$ cat src/hdl/archimedean_spiral_point_generator_macros.svh
// Assertion helpers for the spiral generator RTL.
`ifndef ARCHIMEDEAN_SPIRAL_POINT_GENERATOR_MACROS_SVH
`define ARCHIMEDEAN_SPIRAL_POINT_GENERATOR_MACROS_SVH

// Same-cycle implication, sampled on clk_i, idle while rst_ni is low.
`define ASP_ASSERT_IMPLIES(lbl, ante, cons, msg) \
  lbl: assert property (@(posedge clk_i) disable iff (!rst_ni) (ante) |-> (cons)) \
    else $error(msg);

// Next-cycle implication, sampled on clk_i, idle while rst_ni is low.
`define ASP_ASSERT_NEXT(lbl, ante, cons, msg) \
  lbl: assert property (@(posedge clk_i) disable iff (!rst_ni) (ante) |=> (cons)) \
    else $error(msg);

`endif

$ cat src/hdl/asp_pkg.sv
package asp_pkg;

  localparam int unsigned MAX_POINTS_DEF    = 1024;
  localparam int unsigned CORDIC_STAGES_DEF = 16;
  localparam int unsigned ROM_STAGES        = 32;

  localparam int unsigned IDX_W     = 10;
  localparam int unsigned IDX_MAX   = (1 << IDX_W) - 1;
  localparam int unsigned CFG_W     = 16;
  localparam int unsigned TH16_W    = 26;   // index * step, Q.16 radians
  localparam int unsigned TW        = 42;   // angle in Q.32
  localparam int unsigned R31_W     = 43;   // radius in Q.31
  localparam int unsigned R16_W     = R31_W - 15;
  localparam int unsigned PROD_W    = 60;   // gain * radius
  localparam int unsigned XW        = 38;   // CORDIC x / y, Q.24
  localparam int unsigned ZW        = 37;   // CORDIC residual angle, Q.32
  localparam int unsigned OUT_W     = 24;
  localparam int unsigned SH_W      = XW - 7; // rounded Q.16 before saturation
  localparam int unsigned RED_STEPS = 8;    // angle < 2^(IDX_W) rad, 2*pi*2^7 < that

  localparam logic signed [CFG_W-1:0] OFFSET_RST = 16'sd1638;
  localparam logic signed [CFG_W-1:0] PITCH_RST  = 16'sd1638;
  localparam logic [CFG_W-1:0]        STEP_RST   = 16'd6554;

  typedef enum logic [1:0] {
    REG_OFFSET = 2'd0,
    REG_PITCH  = 2'd1,
    REG_STEP   = 2'd2
  } reg_idx_e;

  typedef struct packed {
    logic [TW-1:0]        z;
    logic signed [XW-1:0] x0;
  } red_t;

  typedef struct packed {
    logic signed [XW-1:0] x;
    logic signed [XW-1:0] y;
    logic signed [ZW-1:0] z;
    logic                 neg;
  } cord_t;

  // Shift-subtract division, evaluated only on constants.
  function automatic logic [63:0] sp_udiv(input logic [63:0] num, input logic [63:0] den);
    logic [63:0] q;
    logic [64:0] rem;
    q   = '0;
    rem = '0;
    for (int i = 63; i >= 0; i--) begin
      rem = {rem[63:0], num[i]};
      if (rem >= {1'b0, den}) begin
        rem  = rem - {1'b0, den};
        q[i] = 1'b1;
      end
    end
    return q;
  endfunction

  // atan(1/n) in Q.60 by its alternating series.
  function automatic logic [63:0] sp_atan_recip_q60(input logic [63:0] n);
    logic [63:0] p;
    logic [63:0] sum;
    logic [63:0] kk;
    logic [63:0] t;
    logic        add;
    p   = sp_udiv(64'd1 << 60, n);
    sum = '0;
    kk  = 64'd1;
    add = 1'b1;
    for (int i = 0; i < 48; i++) begin
      if (p != '0) begin
        t   = sp_udiv(p, kk);
        sum = add ? sum + t : sum - t;
        add = !add;
        kk  = kk + 64'd2;
        p   = sp_udiv(p, n * n);
      end
    end
    return sum;
  endfunction

  function automatic logic [63:0] sp_pi4_q60();
    return 64'd4 * sp_atan_recip_q60(64'd5) - sp_atan_recip_q60(64'd239);
  endfunction

  localparam logic [63:0] PI4_Q60     = sp_pi4_q60();
  localparam logic [63:0] TWO_PI_Q32  = (PI4_Q60 + (64'd1 << 24)) >> 25;
  localparam logic [63:0] PI_Q32      = (PI4_Q60 + (64'd1 << 25)) >> 26;
  localparam logic [63:0] HALF_PI_Q32 = (PI4_Q60 + (64'd1 << 26)) >> 27;

  // atan(2^-k) in Q.32.
  function automatic logic [63:0] sp_atan_q32(input int unsigned k);
    logic [63:0] sum;
    logic        add;
    sum = '0;
    add = 1'b1;
    if (k == 0) begin
      sum = PI4_Q60;
    end else begin
      for (int unsigned m = 1; m <= 61; m += 2) begin
        if (m * k <= 60) begin
          sum = add ? sum + sp_udiv(64'd1 << (60 - m * k), 64'(m))
                    : sum - sp_udiv(64'd1 << (60 - m * k), 64'(m));
          add = !add;
        end
      end
    end
    return (sum + (64'd1 << 27)) >> 28;
  endfunction

  function automatic logic [63:0] sp_isqrt(input logic [63:0] val);
    logic [63:0] v;
    logic [63:0] res;
    logic [63:0] bits;
    v    = val;
    res  = '0;
    bits = 64'd1 << 62;
    for (int i = 0; i < 32; i++) begin
      if (bits > v) bits = bits >> 2;
    end
    for (int i = 0; i < 32; i++) begin
      if (bits != '0) begin
        if (v >= res + bits) begin
          v   = v - (res + bits);
          res = (res >> 1) + bits;
        end else begin
          res = res >> 1;
        end
        bits = bits >> 2;
      end
    end
    return res;
  endfunction

  // Inverse CORDIC gain for the given stage count, Q.31.
  function automatic logic [63:0] sp_gain_q31(input int unsigned stages);
    logic [63:0] prod;
    logic [63:0] f;
    prod = 64'd1 << 30;
    for (int unsigned k = 0; k < ROM_STAGES; k++) begin
      if (k < stages) begin
        f    = (64'd1 << 30) + ((2 * k <= 30) ? (64'd1 << (30 - 2 * k)) : 64'd0);
        prod = (prod * f + (64'd1 << 29)) >> 30;
      end
    end
    return sp_isqrt(sp_udiv(64'd1 << 62, prod) << 30);
  endfunction

endpackage

$ cat src/hdl/asp_cordic_cell.sv
module asp_cordic_cell #(
  parameter int unsigned STAGE = 0
) (
  input  logic           clk_i,
  input  logic           rst_ni,
  input  logic           in_valid_i,
  input  asp_pkg::cord_t in_i,
  output logic           in_ready_o,
  output logic           out_valid_o,
  output asp_pkg::cord_t out_o,
  input  logic           out_ready_i
);
  import asp_pkg::*;

  localparam logic signed [ZW-1:0] Atan = ZW'(sp_atan_q32(STAGE));

  logic                 v_q;
  cord_t                d_q, d_d;
  logic signed [XW-1:0] dx, dy;
  logic                 rdy;

  assign rdy         = !v_q || out_ready_i;
  assign in_ready_o  = rdy;
  assign out_valid_o = v_q;
  assign out_o       = d_q;

  always_comb begin
    dx  = in_i.x >>> STAGE;
    dy  = in_i.y >>> STAGE;
    d_d = in_i;
    if (!in_i.z[ZW-1]) begin
      d_d.x = in_i.x - dy;
      d_d.y = in_i.y + dx;
      d_d.z = in_i.z - Atan;
    end else begin
      d_d.x = in_i.x + dy;
      d_d.y = in_i.y - dx;
      d_d.z = in_i.z + Atan;
    end
  end

  always_ff @(posedge clk_i or negedge rst_ni) begin
    if (!rst_ni) begin
      v_q <= 1'b0;
    end else if (rdy) begin
      v_q <= in_valid_i;
    end
  end

  always_ff @(posedge clk_i) begin
    if (rdy) d_q <= d_d;
  end

endmodule

$ cat config.mk
export PLATFORM = sky130hd
export DESIGN_NAME = asp_cordic_cell
export DESIGN_NICKNAME = d
export VERILOG_FILES = /design/src/hdl/archimedean_spiral_point_generator_macros.svh /design/src/hdl/asp_pkg.sv /design/src/hdl/asp_cordic_cell.sv
export SDC_FILE = /design/constraint.sdc
export NUM_CORES = 1
export LEC_CHECK = 0
export ABC_AREA = 0
export BUFFER_PORTS_ARGS = -buffer_cell sky130_fd_sc_hd__buf_4
export CAP_MARGIN = 20
export CORE_ASPECT_RATIO = 0.75
export CORE_MARGIN = 8
export CORE_UTILIZATION = 50
export CTS_CLUSTER_SIZE = 25
export DETAILED_ROUTE_END_ITERATION = 6
export GPL_TIMING_DRIVEN = 0
export PLACE_DENSITY = 0.73
export RECOVER_POWER = 50
export REMOVE_ABC_BUFFERS = 1
export SLEW_MARGIN = 15
export SYNTH_ARGS = -nofsm -noshare
export SYNTH_HDL_FRONTEND = slang
export SYNTH_SLANG_ARGS = --single-unit
$ cat constraint.sdc
create_clock -name clk_i -period 3.8 [get_ports clk_i]
set_input_delay 0 -clock clk_i [delete_from_list [all_inputs] [get_ports clk_i]]
set_output_delay 0 -clock clk_i [all_outputs]
set_load 0.005 [all_outputs]
# Word-level counts from Yosys, hierarchy flattened

Cells that the tools add are included.

Register bits: 115
Bits in latches: 0
RAM bits: 0
Memory bits (read-only): 0
Bits of input ports: 118
Output and inout bits: 116
Word-level logic and storage cells: 13
Memories kept: 0

$add $sub $neg: 5
$mul: 0
Div/mod/pow operators: 0
$lt $le $gt $ge: 0
Equal/unequal tests: 0
Shift-type cells: 0
Multiplexer cells: 1
Bitwise operators: 0
Reductions and logical operators: 2

Operators with widths:

| operator               | number |
|---|---|
| $mux 113               | 1 |
| $sub 38x38->38         | 2 |
| $add 38x38->38         | 1 |
| $add 37x33->37 const B | 1 |
| $sub 37x33->37 const B | 1 |
| $logic_not 1->1        | 1 |
| $logic_or 1x1->1       | 1 |

# Depth between registers and ports, before layout

Depth after elaboration: 2
Mapped depth: 13

# Worst setup path after synthesis

Ideal clock, no wire load.

Path type: flip-flop to flip-flop
From: reg v_q, in the netlist out_valid_o
To: reg d_q, in the netlist out_o[0], enable pin
Setup time: 0.494 ns
Arrival time: 3.010 ns
Data required time: 3.306 ns
Slack: 0.295 ns
Cell stages (with the launch flop): 2
Period minus slack after synthesis: 3.505 ns
Path through: dfrtp_1 nand2b_1

Word-level cells in the longest chain between the ends: 2

RTL lines:

| what                     | line                  | RTL |
|---|---|---|
| start: declaration       | asp_cordic_cell.sv:17 | `logic v_q;` |
| start signal: assignment | asp_cordic_cell.sv:46 | `v_q <= in_valid_i;` |
| $logic_not 1->1          | asp_cordic_cell.sv:22 | `assign rdy = !v_q \|\| out_ready_i;` |
| $logic_or 1x1->1         | asp_cordic_cell.sv:22 |  |
| via in_ready_o           | asp_cordic_cell.sv:8  | `output logic in_ready_o,` |
| end signal: assignment   | asp_cordic_cell.sv:51 | `if (rdy) d_q <= d_d;` |
| end: declaration         | asp_cordic_cell.sv:18 | `cord_t d_q, d_d;` |

The timed path passes the listed nets, and every way through them passes these cells.
A chain may end at the register's enable or synchronous reset.

==> metrics.md <==
| Metric | Value |
|---|---|
| Outcome | complete, but fails checks |
| Failing checks | capacitance limit, slew limit |
| Largest net degree at the start of global routing | 68 |
| Synth Area per Inst | 8.48 um2 |
| Fin cells | 1915 |
| Post-synth top cells | 182 x a21oi_1, 145 x ha_1, 121 x inv_1 |
| Worst VDD drop | approximately 0.30 mV |
| Wire per inst | about 20 um |
| Most frequent cell after synthesis | a21oi_1 |
| Power Total | approximately 0.0055 W |
| Vias/cell | 6.07 |
| Biggest area consumer among synthesized cells | edfxtp_1 |
| Reg2reg end | out_o[49] |
| Grt total ovfl | 0 |
| Port Buffers | 233 |
| Sequential share of the synthesized area | 29.0% |
| Final count of negative-setup-slack endpoints | 0 |
| Die H | 149 um |
| Hold path startpoint | in_i[12] |
| Row count | 48 |
| Synthesis Warnings | 0 |
| Synth area leaders | edfxtp_1 29%, ha_1 15%, a21oi_1 7.7%, xnor2_1 5.1%, o21ai_0 4.7% |
| Number of synthesized flops with an enable pin | about 110 |
| R2R Path Start | out_valid_o |
| Cell Chain, Critical Path | dlygate4sd3_1, clkbuf_1, ha_1, fa_1, nand2b_1, a221oi_1, nor2_1, nor2b_1, a2111oi_4, a41oi_1, a221oi_1, o21ai_0, xnor2_1 |
| CP endpoint kind | flip-flop |
| Post-synth top area share | about 29% |
| Setup Crit Path Kind | input pin to flip-flop |
| Hold path cells | 3 |
| Tightest Pin Transition | about 1.6 ns |
| Post-Syn Instances | 1392 |
| Via count | 11.6k |
| Clock Path Buffers | 2 |
| Clock root buffer | clkbuf_16 |
| CTS tree | done |
| Post-Synthesis Cell Area | 11800 um2 |
| Post-layout nets | ~1.9k |
| Fmax | around 300 MHz |
| Post-route ant nets | 0 |
| Critical path's slowest cell | dlygate4sd3_1 |
| Max-slew violation count | 34 |
| Initial DRC count | between 1k and 1.5k |
| FF+latch count, synth | 114 |
| Crit path launch type | input pin |
| Total CTS buffers | 17 |
| Synth cell types | 75 |
| Diode count | 0 |
| Crit path required time | 3.96 ns |
| Async SR Flop Fraction | less than 1% |
| Primary FF master, synth | edfxtp_1 |
| Max cap viols | 1 |
| Dpl hpwl | 31.1 mm |
| Max-slew headroom | -7.93% |
| Pwr dens | 386 nW/um2 |
| Area delta synth->final | 21.7% |
| RD Place Congestion | 0.950 |
| Fin crit period | roughly 3.4 ns |
| Setup Buffers After CTS | 0 |
| Clock slew at reported path FFs | 0.06 ns |
| Layout cells sized above 1 | 15.3% |
| Drt pass-1 iters | 6 |
| First-pass GRT wire length | 60.8 mm |
| Initial Util | 51.1% |
| Post-Route WL | about 39 mm |
| I/O pin count | 234 |
| Num Clock Sinks | 114 |
| Post-route design area | between 10000 and 15000 um2 |
| Hold Fails Final Rpt | 0 |
| Final period util | between 80% and 90% |
| Die W | 193 um |
| Placed cell count | 1875 |
| Die footprint | 28800 um2 |
| Clock latency on the worst-skew pair | 0.43 ns |
| Residual DRC | 0 |
| Worst min path class | input pin to flip-flop |
| Worst R2R Path Depth | 3 |
| Most used cell, CP | a221oi_1 |
| CP arrival | 3.51 ns |
| Vias in the first global route | roughly 11k |
| Initial antenna violation count | 1 |
| Worst Hold Endpoint | out_o[12] |
| Total Routing Usage GR | 26.2% |
| Reg2reg setup slack | 1.35 ns |
| Slowest stage delay, CP | 0.54 ns |
| Core Box Area | around 23000 um2 |
| Placed inst area | ~14000 um2 |
| CP Max Fanout | 4 |
| Clk_skew | about 0.0077 ns |
| Unrepaired setup endpoints after global routing | no |
| Leakage | 6.35 nW |
| H-tree levels | 4 |
how the worst max path moves through the flow:
stage,start,to,cells after the start
after floorplan,in_i[37],out_o[18],11
after CTS,in_i[37],out_o[36],13
after global placement,in_i[37],out_o[36],12
after global routing,in_i[76],out_o[100],13
final,in_i[76],out_o[100],13
after detailed placement,in_i[37],out_o[36],13
cell usage in the layout, fill, tap and decap left out, types with 6 or more instances in the layout:
cell type      netlist  final
a211o_1             10     10
a211oi_1            24     24
a21boi_0             6      6
a21o_1              37     37
a21oi_1            182    182
a221o_1             11     11
a221oi_1             8      8
a31oi_1             11     11
and2_1               9      9
and3_1               7      7
buf_4                2    113
clkbuf_1            31     38
clkbuf_16            0     17
clkbuf_4             0     82
dlygate4sd3_1        0      8
edfxtp_1           113    113
ha_1               145    145
inv_1              121    121
mux2i_1             18     18
nand2_1             86     86
nand2b_1            13     13
nand3_1             16     16
nand4_1             17     17
nor2_1             105    105
nor2b_1             15     15
nor3_1              28     28
nor4_1              10     10
o211ai_1            11     11
o21a_1               9      9
o21ai_0            110    110
o21bai_1            29     29
o31ai_1              7      7
or3_1               10     10
xnor2_1             69     69
xor2_1              31     31
kinds of logic after synthesis:
family                   synth area share [%]
flip-flops                               29.0
adder cells (fa/ha/maj)                  16.0
multiplexers                             1.72
XOR/XNOR                                 7.42
AO/OA/AOI/OAI                            26.6
AND/OR/NAND/NOR                          13.3
buffers and inverters                    5.89
through the flow:
step	hold slack, ns	setup TNS [ns]	utilization [%]	worst slack, ns
after floorplan	-0.296	-0.0499	-	-0.0499
after global placement	-0.225	-170.15	59.2	-2.85
after detailed placement	-0.225	-0.778	59.7	-0.225
after CTS	0.0469	0	62.8	0.214
after global routing	0.0955	0	62.1	0.224
final	0.0546	0	62.1	0.445
power by group:
| part | switching (W) | internal [W] |
|---|---|---|
| registers | 0.0000612 | 0.00170 |
| logic | 0.00117 | 0.000835 |
| clock network | 0.000667 | 0.00111 |
| total | 0.00190 | 0.00364 |
area by class of cell:
cell class	instances	area, um2
clock buffer	18	429
clock inverter	14	201
fill	2045	8760
inverter	124	468
multi-input combinational	1100	7690
sequential	114	3420
tap	300	375
timing repair buffer	245	1780
sequential cells by signal (all words and copies together), names as in the netlist:
name and flops:
out_o 113, out_valid_o 1
routing by layer:
| metal | routed length (um) | share of wire [%] | vias to the layer above | global-route usage, % |
|---|---|---|---|---|
| met1 | 17700 | 45 | 5406 | 36.3 |
| met3 | 3860 | 9.9 | 82 | 6.51 |
| li1 | - | - | 5507 | - |
| met5 | 18 | 0.046 | - | 0 |
| met4 | 943 | 2.4 | 2 | 6.99 |
| met2 | 16600 | 42 | 621 | 40.2 |
what timing repair did:
| action | CTS | global route |
|---|---|---|
| gates resized for setup | 0 | 1 |
| hold buffers | 8 | 0 |
| hold endpoints to repair | 7 | 0 |
| setup endpoints to repair | 0 | 4 |
critical path, delay by kind of cell:
kind | cells | cell delay (ns)
adder cells (fa/ha/maj) | 2 | 0.65
XOR/XNOR | 1 | 0.17
AND/OR/NAND/NOR | 3 | 0.52
AO/OA/AOI/OAI | 5 | 1.48
buffers and inverters | 2 | 0.68
(Power assumes the default switching activity.)
