`config.mk`:
```
export PLATFORM = sky130hd
export DESIGN_NAME = asp_front
export DESIGN_NICKNAME = d
export VERILOG_FILES = /design/src/hdl/archimedean_spiral_point_generator_macros.svh /design/src/hdl/asp_pkg.sv /design/src/hdl/asp_front.sv
export SDC_FILE = /design/constraint.sdc
export NUM_CORES = 2
export LEC_CHECK = 0
export BUFFER_PORTS_ARGS = -buffer_cell sky130_fd_sc_hd__buf_2
export CORE_ASPECT_RATIO = 1.4
export CORE_MARGIN = 2
export CORE_UTILIZATION = 62
export CTS_BUF_LIST = sky130_fd_sc_hd__clkbuf_8
export CTS_CLUSTER_DIAMETER = 100
export DETAILED_ROUTE_END_ITERATION = 10
export HOLD_SLACK_MARGIN = 0.15
export PLACE_DENSITY_LB_ADDON = 0.15
export SLEW_MARGIN = 20
export SYNTH_ARGS = -nofsm -noshare
export SYNTH_HDL_FRONTEND = slang
export SYNTH_SLANG_ARGS = --single-unit
```
`constraint.sdc`:
```
create_clock -name clk_i -period 8.3 [get_ports clk_i]
set_input_delay 1.66 -clock clk_i [delete_from_list [all_inputs] [get_ports clk_i]]
set_output_delay 1.66 -clock clk_i [all_outputs]
set_load 0.05 [all_outputs]
```
`src/hdl/archimedean_spiral_point_generator_macros.svh`:
```
// Assertion helpers for the spiral generator RTL.
`ifndef ARCHIMEDEAN_SPIRAL_POINT_GENERATOR_MACROS_SVH
`define ARCHIMEDEAN_SPIRAL_POINT_GENERATOR_MACROS_SVH

// Same-cycle implication, sampled on clk_i, idle while rst_ni is low.
`define ASP_ASSERT_IMPLIES(lbl, ante, cons, msg) \
  lbl: assert property (@(posedge clk_i) disable iff (!rst_ni) (ante) |-> (cons)) \
    else $error(msg);

// Next-cycle implication, sampled on clk_i, idle while rst_ni is low.
`define ASP_ASSERT_NEXT(lbl, ante, cons, msg) \
  lbl: assert property (@(posedge clk_i) disable iff (!rst_ni) (ante) |=> (cons)) \
    else $error(msg);

`endif

```
`src/hdl/asp_pkg.sv`:
```
package asp_pkg;

  localparam int unsigned MAX_POINTS_DEF    = 1024;
  localparam int unsigned CORDIC_STAGES_DEF = 16;
  localparam int unsigned ROM_STAGES        = 32;

  localparam int unsigned IDX_W     = 10;
  localparam int unsigned IDX_MAX   = (1 << IDX_W) - 1;
  localparam int unsigned CFG_W     = 16;
  localparam int unsigned TH16_W    = 26;   // index * step, Q.16 radians
  localparam int unsigned TW        = 42;   // angle in Q.32
  localparam int unsigned R31_W     = 43;   // radius in Q.31
  localparam int unsigned R16_W     = R31_W - 15;
  localparam int unsigned PROD_W    = 60;   // gain * radius
  localparam int unsigned XW        = 38;   // CORDIC x / y, Q.24
  localparam int unsigned ZW        = 37;   // CORDIC residual angle, Q.32
  localparam int unsigned OUT_W     = 24;
  localparam int unsigned SH_W      = XW - 7; // rounded Q.16 before saturation
  localparam int unsigned RED_STEPS = 8;    // angle < 2^(IDX_W) rad, 2*pi*2^7 < that

  localparam logic signed [CFG_W-1:0] OFFSET_RST = 16'sd1638;
  localparam logic signed [CFG_W-1:0] PITCH_RST  = 16'sd1638;
  localparam logic [CFG_W-1:0]        STEP_RST   = 16'd6554;

  typedef enum logic [1:0] {
    REG_OFFSET = 2'd0,
    REG_PITCH  = 2'd1,
    REG_STEP   = 2'd2
  } reg_idx_e;

  typedef struct packed {
    logic [TW-1:0]        z;
    logic signed [XW-1:0] x0;
  } red_t;

  typedef struct packed {
    logic signed [XW-1:0] x;
    logic signed [XW-1:0] y;
    logic signed [ZW-1:0] z;
    logic                 neg;
  } cord_t;

  // Shift-subtract division, evaluated only on constants.
  function automatic logic [63:0] sp_udiv(input logic [63:0] num, input logic [63:0] den);
    logic [63:0] q;
    logic [64:0] rem;
    q   = '0;
    rem = '0;
    for (int i = 63; i >= 0; i--) begin
      rem = {rem[63:0], num[i]};
      if (rem >= {1'b0, den}) begin
        rem  = rem - {1'b0, den};
        q[i] = 1'b1;
      end
    end
    return q;
  endfunction

  // atan(1/n) in Q.60 by its alternating series.
  function automatic logic [63:0] sp_atan_recip_q60(input logic [63:0] n);
    logic [63:0] p;
    logic [63:0] sum;
    logic [63:0] kk;
    logic [63:0] t;
    logic        add;
    p   = sp_udiv(64'd1 << 60, n);
    sum = '0;
    kk  = 64'd1;
    add = 1'b1;
    for (int i = 0; i < 48; i++) begin
      if (p != '0) begin
        t   = sp_udiv(p, kk);
        sum = add ? sum + t : sum - t;
        add = !add;
        kk  = kk + 64'd2;
        p   = sp_udiv(p, n * n);
      end
    end
    return sum;
  endfunction

  function automatic logic [63:0] sp_pi4_q60();
    return 64'd4 * sp_atan_recip_q60(64'd5) - sp_atan_recip_q60(64'd239);
  endfunction

  localparam logic [63:0] PI4_Q60     = sp_pi4_q60();
  localparam logic [63:0] TWO_PI_Q32  = (PI4_Q60 + (64'd1 << 24)) >> 25;
  localparam logic [63:0] PI_Q32      = (PI4_Q60 + (64'd1 << 25)) >> 26;
  localparam logic [63:0] HALF_PI_Q32 = (PI4_Q60 + (64'd1 << 26)) >> 27;

  // atan(2^-k) in Q.32.
  function automatic logic [63:0] sp_atan_q32(input int unsigned k);
    logic [63:0] sum;
    logic        add;
    sum = '0;
    add = 1'b1;
    if (k == 0) begin
      sum = PI4_Q60;
    end else begin
      for (int unsigned m = 1; m <= 61; m += 2) begin
        if (m * k <= 60) begin
          sum = add ? sum + sp_udiv(64'd1 << (60 - m * k), 64'(m))
                    : sum - sp_udiv(64'd1 << (60 - m * k), 64'(m));
          add = !add;
        end
      end
    end
    return (sum + (64'd1 << 27)) >> 28;
  endfunction

  function automatic logic [63:0] sp_isqrt(input logic [63:0] val);
    logic [63:0] v;
    logic [63:0] res;
    logic [63:0] bits;
    v    = val;
    res  = '0;
    bits = 64'd1 << 62;
    for (int i = 0; i < 32; i++) begin
      if (bits > v) bits = bits >> 2;
    end
    for (int i = 0; i < 32; i++) begin
      if (bits != '0) begin
        if (v >= res + bits) begin
          v   = v - (res + bits);
          res = (res >> 1) + bits;
        end else begin
          res = res >> 1;
        end
        bits = bits >> 2;
      end
    end
    return res;
  endfunction

  // Inverse CORDIC gain for the given stage count, Q.31.
  function automatic logic [63:0] sp_gain_q31(input int unsigned stages);
    logic [63:0] prod;
    logic [63:0] f;
    prod = 64'd1 << 30;
    for (int unsigned k = 0; k < ROM_STAGES; k++) begin
      if (k < stages) begin
        f    = (64'd1 << 30) + ((2 * k <= 30) ? (64'd1 << (30 - 2 * k)) : 64'd0);
        prod = (prod * f + (64'd1 << 29)) >> 30;
      end
    end
    return sp_isqrt(sp_udiv(64'd1 << 62, prod) << 30);
  endfunction

endpackage

```
`src/hdl/asp_front.sv`:
```
module asp_front #(
  parameter int unsigned MAX_POINTS    = asp_pkg::MAX_POINTS_DEF,
  parameter int unsigned CORDIC_STAGES = asp_pkg::CORDIC_STAGES_DEF
) (
  input  logic                                clk_i,
  input  logic                                rst_ni,
  input  logic signed [asp_pkg::CFG_W-1:0]    cfg_offset_i,
  input  logic signed [asp_pkg::CFG_W-1:0]    cfg_pitch_i,
  input  logic [asp_pkg::CFG_W-1:0]           cfg_step_i,
  input  logic                                in_valid_i,
  input  logic [asp_pkg::IDX_W-1:0]           in_index_i,
  output logic                                in_ready_o,
  output logic                                out_valid_o,
  output asp_pkg::red_t                       out_o,
  input  logic                                out_ready_i
);
  import asp_pkg::*;

  localparam int unsigned NS = 5;
  localparam int unsigned IdxLimit = (MAX_POINTS - 1 > IDX_MAX) ? IDX_MAX : MAX_POINTS - 1;
  localparam logic [IDX_W-1:0]         IdxTop = IDX_W'(IdxLimit);
  localparam logic signed [PROD_W-1:0] Gain   = PROD_W'(sp_gain_q31(CORDIC_STAGES));

  logic [NS:1] v_q;
  logic [NS:1] rdy;

  logic [TH16_W-1:0]       th1_q, th2_q, th3_q, th4_q, th5_q;
  logic [TH16_W-1:0]       th1_d;
  logic signed [R31_W-1:0] r31_q, r31_d;
  logic signed [R16_W-1:0] r16_q, r16_d;
  logic signed [PROD_W-1:0] prod_q, prod_d;
  logic signed [XW-1:0]    x0_q, x0_d;

  logic [IDX_W-1:0]         idx_c;
  logic signed [R31_W-1:0]  off_ext, pitch_ext, th_ext, r31_sum;
  logic signed [PROD_W-1:0] r16_ext, prod_rnd;

  always_comb begin
    rdy[NS] = !v_q[NS] || out_ready_i;
    for (int i = NS - 1; i >= 1; i--) begin
      rdy[i] = !v_q[i] || rdy[i+1];
    end
  end

  assign in_ready_o  = rdy[1];
  assign out_valid_o = v_q[NS];
  assign out_o.z     = {th5_q, 16'b0};
  assign out_o.x0    = x0_q;

  always_comb begin
    idx_c     = (in_index_i > IdxTop) ? IdxTop : in_index_i;
    th1_d     = TH16_W'(idx_c) * TH16_W'(cfg_step_i);

    off_ext   = R31_W'(cfg_offset_i);
    pitch_ext = R31_W'(cfg_pitch_i);
    th_ext    = R31_W'(th1_q);
    r31_d     = (off_ext <<< 16) + pitch_ext * th_ext;

    r31_sum   = r31_q + R31_W'(1 << 14);
    r16_d     = r31_sum[R31_W-1:15];

    r16_ext   = PROD_W'(r16_q);
    prod_d    = r16_ext * Gain;

    prod_rnd  = prod_q + PROD_W'(1 << 22);
    x0_d      = XW'($signed(prod_rnd[PROD_W-1:23]));
  end

  always_ff @(posedge clk_i or negedge rst_ni) begin
    if (!rst_ni) begin
      v_q <= '0;
    end else begin
      for (int i = NS; i >= 2; i--) begin
        if (rdy[i]) v_q[i] <= v_q[i-1];
      end
      if (rdy[1]) v_q[1] <= in_valid_i;
    end
  end

  always_ff @(posedge clk_i) begin
    if (rdy[1]) th1_q <= th1_d;
    if (rdy[2]) begin
      th2_q <= th1_q;
      r31_q <= r31_d;
    end
    if (rdy[3]) begin
      th3_q <= th2_q;
      r16_q <= r16_d;
    end
    if (rdy[4]) begin
      th4_q  <= th3_q;
      prod_q <= prod_d;
    end
    if (rdy[5]) begin
      th5_q <= th4_q;
      x0_q  <= x0_d;
    end
  end

endmodule

```
Yosys cells after proc, flatten, opt, wreduce, memory -nomap -nowiden
Cells that the tools add are included.
{"block": "classes", "add_sub_neg": 3, "multipliers": 3, "order_cmp": 1, "n_mux": 1, "reduce_logical": 10}
{"op": "$add A60 B24 Y60 const B", "count": 1}
{"op": "$mul A28 B32 Y60 const B", "count": 1}
{"op": "$add A32 B43 Y43", "count": 1}
{"op": "$add A43 B16 Y43 const B", "count": 1}
{"op": "$mul A16 B27 Y43", "count": 1}
{"op": "$mul A10 B16 Y26", "count": 1}
{"op": "$gt A10 B10 Y1 const B", "count": 1}
{"op": "$mux W10", "count": 1}
{"op": "$logic_not A1 Y1", "count": 5}
{"op": "$logic_or A1 B1 Y1", "count": 5}
{"block": "word_totals", "register_bits": 303, "inputBits": 62, "output_inout_bits": 82, "elab_cells": 32}

Logic depth before layout (Yosys ltp)
{"block": "logic_depth", "depth_word": 6, "depth_mapped": 27, "depth_no_buf": 26}

Worst setup path before layout
Ideal clock, no wire load.
{"block": "synth_timing", "path_kind": "in2reg", "start": "in cfg_pitch_i[7] (netlist name)", "end": "reg r31_q[33], data pin", "setup_ps": 263, "arrival_time_ps": 7295, "required_ps": 8037, "slack_ps": 742, "cell_stages": 24, "n_path_buf": 2, "path_cell_list": "clkbuf_1 > clkbuf_1 > nand2_1 > fa_1 > inv_1 > fa_1 > inv_1 > fa_1 > inv_1 > fa_1 > inv_1 > fa_1 > inv_1 > fa_1 > ha_1 > and3_4 > a221oi_2 > nor2_1 > a41oi_2 > nand2_1 > a211o_1 > a21o_1 > a31oi_1 > xnor2_1"}
{"block": "synth_between", "elab_chain_cells": 2}
{"item": "start: declaration", "line": "asp_front.sv:8", "rtl": "input logic signed [asp_pkg::CFG_W-1:0] cfg_pitch_i,"}
{"item": "$mul A16 B27 Y43", "line": "asp_front.sv:57", "rtl": "r31_d = (off_ext <<< 16) + pitch_ext * th_ext;"}
{"item": "$add A32 B43 Y43", "line": "asp_front.sv:57"}
{"item": "net r31_d[33]", "line": "asp_front.sv:29", "rtl": "logic signed [R31_W-1:0] r31_q, r31_d;"}
{"item": "end signal: assignment", "line": "asp_front.sv:84", "rtl": "r31_q <= r31_d;"}
{"item": "end: declaration", "line": "asp_front.sv:29"}
The timed path passes the listed nets, and every way through them passes these cells.
A chain may end at the register's enable or synchronous reset.

Worst setup path after layout
{"block": "layout_timing", "start": "reg r16_q[7]", "end": "reg prod_q[55], data pin"}
{"block": "layout_between", "elab_chain_cells": 1}
{"item": "start: declaration", "line": "asp_front.sv:30", "rtl": "logic signed [R16_W-1:0] r16_q, r16_d;"}
{"item": "start signal: assignment", "line": "asp_front.sv:88", "rtl": "r16_q <= r16_d;"}
{"item": "$mul A28 B32 Y60", "line": "asp_front.sv:63", "rtl": "prod_d = r16_ext * Gain;"}
{"item": "net prod_d[55]", "line": "asp_front.sv:31", "rtl": "logic signed [PROD_W-1:0] prod_q, prod_d;"}
{"item": "end signal: assignment", "line": "asp_front.sv:92", "rtl": "prod_q <= prod_d;"}
{"item": "end: declaration", "line": "asp_front.sv:31"}
The timed path passes the listed nets, and every way through them passes these cells.

==> metrics <==
status finished, final reports clean; crit start category flop; WP data arrival 8060 ps; routed wire length 105000 um; fmax 0.130 GHz; GR peak layer met2; number of max-cap violations 0; Post-CTS Setup Inserts 0; die width 229 um; sequential-to-total area share from yosys stat 18.2%; PortBufs 127; CP max stage cell fa_1; max_slew headroom 30.0%; first-pass GRT wire length 167000 um; fin. max-slew vios 0; Hold Crit Class flop to flop; starting DRC count in detailed routing 1237; Worst-Skew Late Latency 640 ps; met3 usage 3.12%; # hold bufs at CTS 0; H-tree depth 2; worst-path fanout max 6; RSZ-0062 raised after global routing no; Final min period 7680 ps; Avg Inst Size Synth 10.3 um2; drt pass-1 iters 5; Yosys reg bits 267; antenna violations before repair 2; FF-to-FF path depth 22; CTS buffer count 43; Setup crit end kind flop; Max Buffers Root-to-Sink 3; num ports 144; synth-to-layout area growth 5.43%; DRT antenna net count 0; row cnt 115; vias in the first global route 31500; met2 usage 56.4%; HPWL Detailed 89300 um; Syn. warnings 0; Top FF cell, synth edfxtp_1; Post-route DRC 0; Initial Utilization 62.5%; Total GRT Usage 30.1%; period utilization 92.5%; Netlist cell types 78; Via density 5.41; Slew @ Worst Pin 1050 ps; Fin Clk Skew 28.5 ps; TritonCTS clock tree yes; fin nets 5772; GRT met1 Usage 33.1%; Final Hold Fails 0; setup TNS 0 ps; largest net degree at the start of global routing 66; Core Area 0.0701 mm2; CP required 8680 ps; hold path depth 0; cells after synthesis 4265; Die Height 318 um; EDFF count, synth 262; Root Driver clkbuf_8; # setup viols final 0; Mapped Area 0.0438 mm2; Crit path largest cell delay 680 ps; global route overflow 0; gpl congestion 0.985; vias 28800; Sink Count 267; Clock Pin Slew Worst Setup and Hold Paths 60 ps; crit-path most repeated cell fa_1; wire length per cell 19.7 um; fin util 65.9%; kind of critical path flop to flop; share of layout cells above drive strength 1 5.43%; CTS resizes 0; ys async rst share 1.87%; Die Area 0.0728 mm2; critical path, cell by cell fa_1, inv_1, fa_1, inv_1, fa_1, fa_1, inv_1, fa_1, inv_1, fa_1, fa_1, ha_1, ha_1, a21oi_1, o21a_1, o221ai_1, or3_1, o211ai_2, nand4_1, a41oi_1, o21ai_1, xor2_1
layout by cell type, fill, tap and decap left out, drive strengths merged, types with 13 or more instances in the layout:
cell type,netlist,routed
nand4,34,34
clkbuf,101,43
xor2,55,55
fa,840,840
nand2b,34,34
xnor2,97,97
nor2,86,86
o21ai,51,51
nand2,436,436
and3,15,15
inv,1161,1174
ha,512,512
a31oi,16,16
a21o,47,47
nand3,43,43
edfxtp,262,262
nor3,14,14
o21bai,19,19
and2,211,211
a21oi,103,103
buf,19,153
clkinv,0,13
conb,1,16
flip-flops by register name (all words and copies together), names as in the netlist, 26 cells and up:
name and count:
r16_q 28, th2_q 26, th3_q 26, x0_q 37, th5_q 26, r31_q 29, th4_q 26, th1_q 26
prod_q 38
cell type report:
type                       count  area (um2)
tap                          936        1170
sequential                   267        7990
inverter                    1161        4360
antenna                        1        2.50
fill                        5731       23900
multi-input combinational   2732       31000
clock inverter                29         200
clock buffer                  43         592
timing repair buffer         153         868
routing by layer:
metal,vias to the layer above,wire length (um)
li1,13100,-
met1,14500,37600
met2,855,56300
met3,306,4370
met4,2,6620
met5,-,11
critical path, delay by kind of cell, from the launching register on:
kind	cells	cell delay [ps]
xor+xnor	1	150
buf+inv	4	250
compound gates	6	1450
simple gates	2	630
fa+ha+maj	9	4320
flops	1	630
path summary, 6_finish.rpt:
path / slack [ps] / start / endpoint
worst min-delay path: 410 / th4_q[14] / th5_q[14]
min in group asynchronous: 830 / rst_ni / v_q[1]
worst max register to register: 620 / r16_q[7] / prod_q[55]
worst max-delay path: 620 / r16_q[7] / prod_q[55]
max in group asynchronous: 7340 / rst_ni / v_q[5]
worst min register to register: 410 / th4_q[14] / th5_q[14]
logic make-up after synthesis:
logic type,synth area share [%]
DFF,18.2
other,0.00856
xor gates and xnor gates,3.04
adders and majority gates,53.0
AOI/OAI and AO/OA,4.45
buffers and inverters,11.1
and+or+nand+nor,10.1
synth_stat cells, drive strengths merged, types with 3 or more instances:
cell type     n  area (um2)
or3           3        18.8
and3         15        98.8
nand2b       34         213
nand3        43         215
a41oi         4        50.1
xor2         55         482
or2           6        40.0
a21boi        3        22.5
o31ai         5        42.5
ha          512        6410
nor2         86         328
o31a          3        26.3
a21oi       103         523
fa          840       16800
dfrtp         5         125
a21o         47         353
a211oi       10        80.1
nand2       436        1640
inv        1161        4360
nor2b        11        68.8
o211ai        5        42.5
o21bai       19         143
and4         10        90.1
nor3         14        80.1
nand4        34         234
a31oi        16         106
o21a          6        45.0
edfxtp      262        7870
buf          19         143
o21ai        51         255
nor4          4        25.0
clkbuf      101         380
xnor2        97         850
and2        211        1320
per-stage QoR:
stage | hold WS [ps] | instance area, um2 | setup slack, ps | std cells
after CTS | 413 | 46200 | 599 | 5321
after floorplan | 400 | 43900 | 742 | 4280
after detailed placement | 405 | 45400 | 317 | 5249
final | 411 | 46200 | 623 | 5322
after global routing | 416 | 46200 | 298 | 5322
after global placement | 400 | 45400 | 426 | 5249
Power is not shown: default switching activity piles up to over one toggle a cycle in this logic, so the estimate is an artifact.
