==> config.mk <==
export PLATFORM = sky130hd
export DESIGN_NAME = asp_reduce_cell
export DESIGN_NICKNAME = d
export VERILOG_FILES = /design/src/hdl/archimedean_spiral_point_generator_macros.svh /design/src/hdl/asp_pkg.sv /design/src/hdl/asp_reduce_cell.sv
export SDC_FILE = /design/constraint.sdc
export NUM_CORES = 1
export LEC_CHECK = 0
export BUFFER_PORTS_ARGS = -buffer_cell sky130_fd_sc_hd__buf_4
export CAP_MARGIN = 10
export CORE_MARGIN = 1.5
export CORE_UTILIZATION = 43
export DETAILED_ROUTE_END_ITERATION = 7
export GPL_TIMING_DRIVEN = 1
export PLACE_DENSITY = 0.77
export SETUP_SLACK_MARGIN = 0.2
export SLEW_MARGIN = 20
export SYNTH_ARGS = -nofsm -noshare
export SYNTH_HDL_FRONTEND = slang
export SYNTH_SLANG_ARGS = --single-unit
==> constraint.sdc <==
create_clock -name clk_i -period 2.9 [get_ports clk_i]
set_clock_uncertainty 0.05 [all_clocks]
set_input_delay 0.435 -clock clk_i [delete_from_list [all_inputs] [get_ports clk_i]]
set_output_delay 0.435 -clock clk_i [all_outputs]
set_load 0.01 [all_outputs]
==> src/hdl/archimedean_spiral_point_generator_macros.svh <==
// Assertion helpers for the spiral generator RTL.
`ifndef ARCHIMEDEAN_SPIRAL_POINT_GENERATOR_MACROS_SVH
`define ARCHIMEDEAN_SPIRAL_POINT_GENERATOR_MACROS_SVH

// Same-cycle implication, sampled on clk_i, idle while rst_ni is low.
`define ASP_ASSERT_IMPLIES(lbl, ante, cons, msg) \
  lbl: assert property (@(posedge clk_i) disable iff (!rst_ni) (ante) |-> (cons)) \
    else $error(msg);

// Next-cycle implication, sampled on clk_i, idle while rst_ni is low.
`define ASP_ASSERT_NEXT(lbl, ante, cons, msg) \
  lbl: assert property (@(posedge clk_i) disable iff (!rst_ni) (ante) |=> (cons)) \
    else $error(msg);

`endif

==> src/hdl/asp_pkg.sv <==
package asp_pkg;

  localparam int unsigned MAX_POINTS_DEF    = 1024;
  localparam int unsigned CORDIC_STAGES_DEF = 16;
  localparam int unsigned ROM_STAGES        = 32;

  localparam int unsigned IDX_W     = 10;
  localparam int unsigned IDX_MAX   = (1 << IDX_W) - 1;
  localparam int unsigned CFG_W     = 16;
  localparam int unsigned TH16_W    = 26;   // index * step, Q.16 radians
  localparam int unsigned TW        = 42;   // angle in Q.32
  localparam int unsigned R31_W     = 43;   // radius in Q.31
  localparam int unsigned R16_W     = R31_W - 15;
  localparam int unsigned PROD_W    = 60;   // gain * radius
  localparam int unsigned XW        = 38;   // CORDIC x / y, Q.24
  localparam int unsigned ZW        = 37;   // CORDIC residual angle, Q.32
  localparam int unsigned OUT_W     = 24;
  localparam int unsigned SH_W      = XW - 7; // rounded Q.16 before saturation
  localparam int unsigned RED_STEPS = 8;    // angle < 2^(IDX_W) rad, 2*pi*2^7 < that

  localparam logic signed [CFG_W-1:0] OFFSET_RST = 16'sd1638;
  localparam logic signed [CFG_W-1:0] PITCH_RST  = 16'sd1638;
  localparam logic [CFG_W-1:0]        STEP_RST   = 16'd6554;

  typedef enum logic [1:0] {
    REG_OFFSET = 2'd0,
    REG_PITCH  = 2'd1,
    REG_STEP   = 2'd2
  } reg_idx_e;

  typedef struct packed {
    logic [TW-1:0]        z;
    logic signed [XW-1:0] x0;
  } red_t;

  typedef struct packed {
    logic signed [XW-1:0] x;
    logic signed [XW-1:0] y;
    logic signed [ZW-1:0] z;
    logic                 neg;
  } cord_t;

  // Shift-subtract division, evaluated only on constants.
  function automatic logic [63:0] sp_udiv(input logic [63:0] num, input logic [63:0] den);
    logic [63:0] q;
    logic [64:0] rem;
    q   = '0;
    rem = '0;
    for (int i = 63; i >= 0; i--) begin
      rem = {rem[63:0], num[i]};
      if (rem >= {1'b0, den}) begin
        rem  = rem - {1'b0, den};
        q[i] = 1'b1;
      end
    end
    return q;
  endfunction

  // atan(1/n) in Q.60 by its alternating series.
  function automatic logic [63:0] sp_atan_recip_q60(input logic [63:0] n);
    logic [63:0] p;
    logic [63:0] sum;
    logic [63:0] kk;
    logic [63:0] t;
    logic        add;
    p   = sp_udiv(64'd1 << 60, n);
    sum = '0;
    kk  = 64'd1;
    add = 1'b1;
    for (int i = 0; i < 48; i++) begin
      if (p != '0) begin
        t   = sp_udiv(p, kk);
        sum = add ? sum + t : sum - t;
        add = !add;
        kk  = kk + 64'd2;
        p   = sp_udiv(p, n * n);
      end
    end
    return sum;
  endfunction

  function automatic logic [63:0] sp_pi4_q60();
    return 64'd4 * sp_atan_recip_q60(64'd5) - sp_atan_recip_q60(64'd239);
  endfunction

  localparam logic [63:0] PI4_Q60     = sp_pi4_q60();
  localparam logic [63:0] TWO_PI_Q32  = (PI4_Q60 + (64'd1 << 24)) >> 25;
  localparam logic [63:0] PI_Q32      = (PI4_Q60 + (64'd1 << 25)) >> 26;
  localparam logic [63:0] HALF_PI_Q32 = (PI4_Q60 + (64'd1 << 26)) >> 27;

  // atan(2^-k) in Q.32.
  function automatic logic [63:0] sp_atan_q32(input int unsigned k);
    logic [63:0] sum;
    logic        add;
    sum = '0;
    add = 1'b1;
    if (k == 0) begin
      sum = PI4_Q60;
    end else begin
      for (int unsigned m = 1; m <= 61; m += 2) begin
        if (m * k <= 60) begin
          sum = add ? sum + sp_udiv(64'd1 << (60 - m * k), 64'(m))
                    : sum - sp_udiv(64'd1 << (60 - m * k), 64'(m));
          add = !add;
        end
      end
    end
    return (sum + (64'd1 << 27)) >> 28;
  endfunction

  function automatic logic [63:0] sp_isqrt(input logic [63:0] val);
    logic [63:0] v;
    logic [63:0] res;
    logic [63:0] bits;
    v    = val;
    res  = '0;
    bits = 64'd1 << 62;
    for (int i = 0; i < 32; i++) begin
      if (bits > v) bits = bits >> 2;
    end
    for (int i = 0; i < 32; i++) begin
      if (bits != '0) begin
        if (v >= res + bits) begin
          v   = v - (res + bits);
          res = (res >> 1) + bits;
        end else begin
          res = res >> 1;
        end
        bits = bits >> 2;
      end
    end
    return res;
  endfunction

  // Inverse CORDIC gain for the given stage count, Q.31.
  function automatic logic [63:0] sp_gain_q31(input int unsigned stages);
    logic [63:0] prod;
    logic [63:0] f;
    prod = 64'd1 << 30;
    for (int unsigned k = 0; k < ROM_STAGES; k++) begin
      if (k < stages) begin
        f    = (64'd1 << 30) + ((2 * k <= 30) ? (64'd1 << (30 - 2 * k)) : 64'd0);
        prod = (prod * f + (64'd1 << 29)) >> 30;
      end
    end
    return sp_isqrt(sp_udiv(64'd1 << 62, prod) << 30);
  endfunction

endpackage

==> src/hdl/asp_reduce_cell.sv <==
module asp_reduce_cell #(
  parameter int unsigned SHIFT = 0
) (
  input  logic          clk_i,
  input  logic          rst_ni,
  input  logic          in_valid_i,
  input  asp_pkg::red_t in_i,
  output logic          in_ready_o,
  output logic          out_valid_o,
  output asp_pkg::red_t out_o,
  input  logic          out_ready_i
);
  import asp_pkg::*;

  // One binary digit of the quotient by 2*pi per cell.
  localparam logic [TW-1:0] Sub = TW'(TWO_PI_Q32 << SHIFT);

  logic        v_q;
  red_t        d_q, d_d;
  logic [TW:0] diff;
  logic        rdy;

  assign rdy         = !v_q || out_ready_i;
  assign in_ready_o  = rdy;
  assign out_valid_o = v_q;
  assign out_o       = d_q;

  always_comb begin
    diff  = {1'b0, in_i.z} - {1'b0, Sub};
    d_d   = in_i;
    if (!diff[TW]) d_d.z = diff[TW-1:0];
  end

  always_ff @(posedge clk_i or negedge rst_ni) begin
    if (!rst_ni) begin
      v_q <= 1'b0;
    end else if (rdy) begin
      v_q <= in_valid_i;
    end
  end

  always_ff @(posedge clk_i) begin
    if (rdy) d_q <= d_d;
  end

endmodule

Yosys cells after proc, flatten, opt, wreduce, memory -nomap -nowiden
Cells that the tools add are included.
- bits in registers: 81
- input port bits: 84
- output and inout bits: 82
- word-level logic and storage cells: 7
- $add $sub $neg: 1
- multiplexer cells: 1
- reduce and logical (&&, ||, !) cells: 2
- operators by type and width (cell ; number):
    42-bit by 35-bit subtractor with 43-bit output (second input constant) ; 1
    42-bit 2-to-1 mux ; 1
    1-bit logical NOT ; 1
    1-bit logical OR ; 1

Logic depth before layout (Yosys ltp)
Gate-level depths: netlist of run 1.
- depth in word-level cells: 2
- mapped depth: 9
- mapped depth without buffers: 8

Worst setup path after synthesis of run 1
OpenSTA, ideal clock, no wires.
- kind: in2reg
- start: input out_ready_i
- end: register d_q (netlist bit out_o[0]) (enable)
- setup time: 0.456 ns
- arrival: 2.475 ns
- data required time: 2.394 ns
- path slack: -0.081 ns
- stages on the path: 1
- cell sequence: nand2b_1
- cells in the longest elaborated chain, start to end: 1
- RTL lines (element ; line ; RTL):
    start: declaration ; asp_reduce_cell.sv:11 ; input logic out_ready_i
    1-bit logical OR ; asp_reduce_cell.sv:23 ; assign rdy = !v_q || out_ready_i;
    end signal: assignment ; asp_reduce_cell.sv:43 ; if (rdy) d_q <= d_d;
    end: declaration ; asp_reduce_cell.sv:19 ; red_t d_q, d_d;
Every way passes these cells.
A chain may end at the register's enable or synchronous reset.

==> impl_metrics.py, run 1 <==
metrics = {
    "status": {
        "outcome": "complete, no violations",
    },
    "final_layout": {
        "register_area_mm2": 0.002427,
        "fillers": 646,
        "drive_above_1_share_pct": 44.09,
        "syn2layout_area_growth_pct": 45.12,
        "multi_input_area_mm2": 0.001249,
        "fin_nets": 554,
        "fin_area_mm2": 0.005416,
        "final_core_util_pct": 65.26,
        "antennaDiodeCount": 0,
    },
    "setup_path": {
        "slowest_delay_ns": 0.49,
        "worstPathCellList": "buf_4, inv_1, ha_1, or3b_4, a2111oi_4, nor4_2, buf_4, o41ai_4, buf_4, or3_2, xnor2_1",
        "path_common_cell": "buf_4",
        "cp-startpoint": "in_i[39]",
        "start_kind": "input port",
        "reg2reg_from": "out_valid_o",
        "crit_arrival_ns": 2.57,
        "crit_fanout": 11,
        "end_kind": "flip-flop",
        "critical_path_class": "input port to flip-flop",
        "crit_required_ns": 2.96,
        "critPathSlowestCell": "or3_2",
    },
    "synth": {
        "synth_area_leaders": "edfxtp_1 (64%), xnor2_1 (5.2%), xor2_1 (4.5%)",
        "synth_cell_types": 50,
        "synth-seq-cells": 81,
        "synthTopCellsByCount": "edfxtp_1 (80), nand2_1 (23), nor2_1 (22), xnor2_1 (22), xor2_1 (19)",
        "syn_area_mm2": 0.003732,
        "yosysSeqAreaShare_pct": 65.04,
        "async_reset_ff_share_pct": 1.235,
        "synth_enable_flop_cells": 80,
        "postSynthAreaPerCell_um2": 13.19,
        "synth_top_cell_by_area": "edfxtp_1",
        "yosys.cell_count.top_type": "edfxtp_1",
        "yosysWarnings": 0,
        "synth_flop_cell": "edfxtp_1",
        "synth_fp_nets": 368,
        "synth.top_cell.area_share_pct": 64.36,
        "synthCells": 283,
    },
    "floorplanning": {
        "ios": 166,
        "coreArea_mm2": 0.008299,
        "rows": 33,
        "fp.dieH_um": 96.17,
        "die_area_mm2": 0.009248,
        "initial_core_util_pct": 44.97,
        "die_w_um": 96.17,
    },
    "timing": {
        "slew_violations": 0,
        "finalCritPeriodShare_pct": 86.58,
        "relSlewSlack_pct": 42.66,
        "whs_ns": 0.2056,
        "hold_viol": 0,
        "rsz0062_at_grt": "no",
        "finalSetupViolations": 0,
        "finalCriticalPeriod_ns": 2.511,
        "fin_tns_setup_ns": 0,
        "max_freq_ghz": 0.3983,
        "tightest_slew_ns": 0.8385,
        "setup_ws_ns": 0.3891,
    },
    "run": {
        "drv_cap": 0,
    },
    "grt": {
        "gr-total-overflow": 0,
        "grt_pass1_vias": 2925,
        "antenna_found_initial": 0,
        "grt_max_degree": 33,
        "grt_usage_pct": 21.15,
        "grt_pass1_wl_um": 14630,
    },
    "routing": {
        "wl_per_cell_um": 17.14,
        "avgViaCountPerCell": 5.373,
        "antenna_left": 0,
        "drt_wl_total_um": 9925,
        "drtIter0Drc": 185,
        "via_count": 3111,
        "route.detailed.drc": 0,
        "dr.pass1.iters": 5,
    },
    "placed_design": {
        "gp_congestion": 0.9240,
        "placed_area_mm2": 0.005204,
        "portBuffers": 165,
        "pre_cts_ws_ns": 0.02677,
        "hpwl_um": 7629,
    },
    "cts": {
        "cts.clk_slew.worst_paths_ns": 0.09,
        "cts_tree": "built",
        "ctsResizeCount": 0,
        "clockRootBuffer": "clkbuf_8",
        "htree_num_levels": 3,
        "cts_buffers": 9,
        "cts_buffer_depth": 2,
        "clkLatencyLatePin_ns": 0.35,
        "cts.sinks": 81,
    },
    "pwr": {
        "p_per_area_mw_per_mm2": 514.7,
        "max-vdd-ir-drop_v": 0.0002646,
        "p_leak_nw": 2.264,
    },
    "worst_hold_path": {
        "worstHoldStart": "in_i[18]",
        "hold_class": "input port to flip-flop",
    },
}
[metrics by stage]
stage | cells | power (mW)
after global routing | 579 | 2.904
after floorplan | 283 | 1.659
after detailed placement | 562 | 1.970
final | 579 | 2.788
after CTS | 579 | 2.813
after global placement | 562 | 1.959
[flip-flops by register name, summed over array words and instances, names as in the netlist]
signal and flops:
out_o 80, out_valid_o 1
[placed cells by master, fill, tap and decap left out, types with 2 or more instances in the layout]
master	Yosys	routed
a211o_1	2	2
a211oi_1	2	2
a21oi_1	12	12
and2_1	2	2
buf_4	0	183
clkbuf_8	0	9
clkinv_4	0	2
edfxtp_1	80	80
inv_1	6	6
nand2_1	23	23
nand2b_1	5	4
nand3_1	6	6
nand4_1	7	7
nor2_1	22	22
nor3_1	9	9
nor3b_1	2	2
nor4_1	9	9
nor4b_1	2	2
o211ai_1	3	3
o21ai_0	6	6
o21ai_1	2	2
o31ai_1	3	3
or2_2	4	4
or3_1	2	2
xnor2_1	22	22
xor2_1	19	19
[timing repair]
item | CTS | global route
endpoints found under the hold margin | 1 | 0
setup buffers | 0 | 0
hold buffers | 1 | 0
[cell type report]
cell class,count,share of cell area [%]
flip-flops and latches,81,44.81
repair buffers,184,25.55
clock inverters,7,1.455
well taps,105,2.426
clock buffers,9,2.287
inverters,6,0.4158
multi-input cells,187,23.05
[report_power, final]
part	leakage, nW	switching, mW	internal (mW)
registers	0.815	0.0319	1.41
clock network	0.0994	0.439	0.407
logic	1.35	0.239	0.258
total	2.26	0.710	2.08
[per-layer routing]
metal	vias to the layer above	global-route usage [%]	share of wire [%]
met3	30	4.739	11
met4	0	11.40	2.9
met5	-	0	0
li1	1443	-	-
met1	1450	26.69	39
met2	188	33.69	48
[critical path, delay by kind of cell]
family                   cells  cell delay [ns]
AO/OA/AOI/OAI                2             0.14
XOR/XNOR                     1             0.14
adder cells (fa/ha/maj)      1             0.18
buffers and inverters        4             0.53
AND/OR/NAND/NOR              3             1.14
[worst paths after layout]
kind,endpoint,slack (ns),cells past startpoint
worst min-delay path,out_o[18],0.21,1
min in group asynchronous,out_valid_o,0.35,2
max in group asynchronous,out_valid_o,2.37,2
worst min register to register,out_valid_o,0.76,2
worst max register to register,out_o[43],1.39,2
worst max-delay path,out_o[49],0.39,11
[cells by family (layout without fill, tap and decap cells)]
group | Yosys count | after routing | share of synthesized area [%]
AOI/OAI and AO/OA | 44 | 44 | 8.683
xor gates and xnor gates | 41 | 41 | 9.621
adders and majority gates | 1 | 1 | 0.3352
buffers and inverters | 15 | 206 | 2.011
DFF | 81 | 81 | 65.03
and+or+nand+nor | 101 | 101 | 14.31
Note: power is estimated with default switching activity, not from simulation.
==> run 2: changes to the inputs <==
--- a/config.mk
+++ b/config.mk
@@ -7,11 +7,14 @@
 export LEC_CHECK = 0
 export BUFFER_PORTS_ARGS = -buffer_cell sky130_fd_sc_hd__buf_4
 export CAP_MARGIN = 10
+export CELL_PAD_IN_SITES_DETAIL_PLACEMENT = 2
+export CELL_PAD_IN_SITES_GLOBAL_PLACEMENT = 2
 export CORE_MARGIN = 1.5
-export CORE_UTILIZATION = 43
+export CORE_UTILIZATION = 26
 export DETAILED_ROUTE_END_ITERATION = 7
 export GPL_TIMING_DRIVEN = 1
-export PLACE_DENSITY = 0.77
+export MAX_ROUTING_LAYER = met4
+export PLACE_DENSITY = 0.75
 export SETUP_SLACK_MARGIN = 0.2
 export SLEW_MARGIN = 20
 export SYNTH_ARGS = -nofsm -noshare
==> impl_metrics.py, run 2 (synthesis gave the netlist of run 1 again) <==
metrics = {
    "status": {
        "outcome": "complete, no violations",
    },
    "grt": {
        "antenna_found_initial": 0,
        "grt_pass1_vias": 3360,
        "grtUsageMet1_pct": 20.52,
        "grt_usage_pct": 18.03,
        "gr-total-overflow": 0,
        "grt_pass1_wl_um": 19310,
        "met2_usage_pct": 31.46,
        "grt_max_degree": 41,
        "top_usage_layer": "met2",
        "met3_usage_pct": 3.439,
    },
    "timing": {
        "relSlewSlack_pct": 47.42,
        "whs_ns": 0.2197,
        "rsz0062_at_grt": "yes",
        "setup_ws_ns": 0.2795,
        "max_freq_ghz": 0.3816,
        "slew_violations": 0,
        "finalSetupViolations": 0,
        "finalCritPeriodShare_pct": 90.36,
        "hold_viol": 0,
        "finalCriticalPeriod_ns": 2.621,
        "tightest_slew_ns": 0.7786,
    },
    "cts": {
        "htree_num_levels": 3,
        "cts_tree": "built",
        "cts_buffers": 9,
        "cts_setup_buffers": 0,
        "cts_buffer_depth": 2,
        "clkLatencyLatePin_ns": 0.34,
        "cts.clk_slew.worst_paths_ns": 0.06,
        "clockRootBuffer": "clkbuf_16",
        "cts.sinks": 81,
    },
    "setup_path": {
        "end_kind": "flip-flop",
        "crit_required_ns": 2.93,
        "start_kind": "input port",
        "crit_arrival_ns": 2.65,
        "crit_fanout": 10,
        "critical_path_class": "input port to flip-flop",
    },
    "routing": {
        "via_count": 3129,
        "drt_wl_total_um": 12960,
        "route.detailed.drc": 0,
        "wl_per_cell_um": 19.60,
        "antenna_left": 0,
        "dr.pass1.iters": 4,
        "avgViaCountPerCell": 4.734,
        "drtIter0Drc": 175,
    },
    "placed_design": {
        "pre_cts_ws_ns": -0.1018,
        "portBuffers": 165,
        "placed_area_mm2": 0.005350,
        "gp_congestion": 0.8190,
        "hpwl_um": 10090,
    },
    "floorplanning": {
        "coreArea_mm2": 0.01393,
        "die_w_um": 122.8,
        "ios": 166,
        "initial_core_util_pct": 26.78,
        "die_area_mm2": 0.01508,
        "rows": 43,
        "fp.dieH_um": 122.8,
    },
    "final_layout": {
        "fillers": 1443,
        "largest_reg_flops": 80,
        "syn2layout_area_growth_pct": 52.26,
        "fin_nets": 561,
        "final_common_cell": "buf_4",
        "fin_area_mm2": 0.005683,
        "antennaDiodeCount": 0,
        "final_cell_mix": "buf_4 (190), edfxtp_1 (80), nand2_1 (23)",
        "drive_above_1_share_pct": 44.49,
    },
    "pwr": {
        "p_leak_nw": 2.346,
        "p_per_area_mw_per_mm2": 561.4,
        "totalPowerFinal_mw": 3.190,
        "max-vdd-ir-drop_v": 0.0002607,
    },
    "worst_hold_path": {
        "hold_class": "input port to flip-flop",
    },
    "run": {
        "drv_cap": 0,
    },
}
==> run 2: cell count changes in the layout (fill, tap and decap cells not counted), sizes merged <==
cell    change
buf         +7
bufinv      +1
clkbuf      +2
clkinv      -1
inv         -2
==> run 2: routing by layer <==
layer / vias up / share of wire (%) / wire, um
met5: - / 0 / 0
met4: 0 / 1.7 / 216
met3: 16 / 5.6 / 726
met2: 106 / 51 / 6670
met1: 1548 / 41 / 5342
li1: 1459 / - / -
==> run 2: what timing repair did <==
item | 4_1_cts | 5_1_grt
setup endpoints to repair | 0 | 5
endpoints found under the hold margin | 1 | 0
hold buffers | 1 | 0
gates resized for setup | 0 | 2
==> run 2: final cells by class <==
class                      instances  area [um^2]  area share (%)
sequential                        81         2427           42.71
timing repair buffer             191         1436           25.28
multi-input combinational        187         1259           22.15
clock buffer                      11        232.7           4.095
tap                              180        225.2           3.963
clock inverter                     5        80.08           1.409
inverter                           6        22.52          0.3963
==> run 2: power by group <==
| part | internal (mW) | total [mW] | switching (mW) | leakage (nW) |
|---|---|---|---|---|
| clock | 0.753 | 1.22 | 0.463 | 0.147 |
| sequential | 1.42 | 1.45 | 0.0342 | 0.815 |
| combinational | 0.265 | 0.525 | 0.259 | 1.38 |
| total | 2.43 | 3.19 | 0.756 | 2.35 |
==> run 2: metrics by stage <==
stage | utilization, % | TNS [ns] | std cells
floorplan | - | 0 | 283
global placement | 38.39 | -0.04361 | 644
detailed placement | 38.39 | -0.7715 | 644
CTS | 40.71 | 0 | 661
global route | 40.78 | 0 | 661
finish | 40.78 | 0 | 661
==> run 2: path summary, 6_finish.rpt <==
path / cells past startpoint / slack (ns) / to / startpoint
worst max-delay path: 11 / 0.28 / out_o[69] / in_i[38]
worst min-delay path: 1 / 0.22 / out_o[27] / in_i[27]
worst max register to register: 2 / 1.24 / out_o[21] / out_valid_o
worst min register to register: 2 / 0.96 / out_valid_o / out_valid_o
max in group asynchronous: 2 / 2.34 / out_valid_o / rst_ni
min in group asynchronous: 2 / 0.38 / out_valid_o / rst_ni
==> run 2: worst max-delay path, cell delays in order <==
cell	delay [ns]
buf_4	0.12
inv_1	0.06
ha_1	0.16
or3b_4	0.41
a2111oi_4	0.39
nor4_4	0.11
buf_4	0.18
o41ai_4	0.26
buf_4	0.26
a311oi_1	0.08
xor2_1	0.18
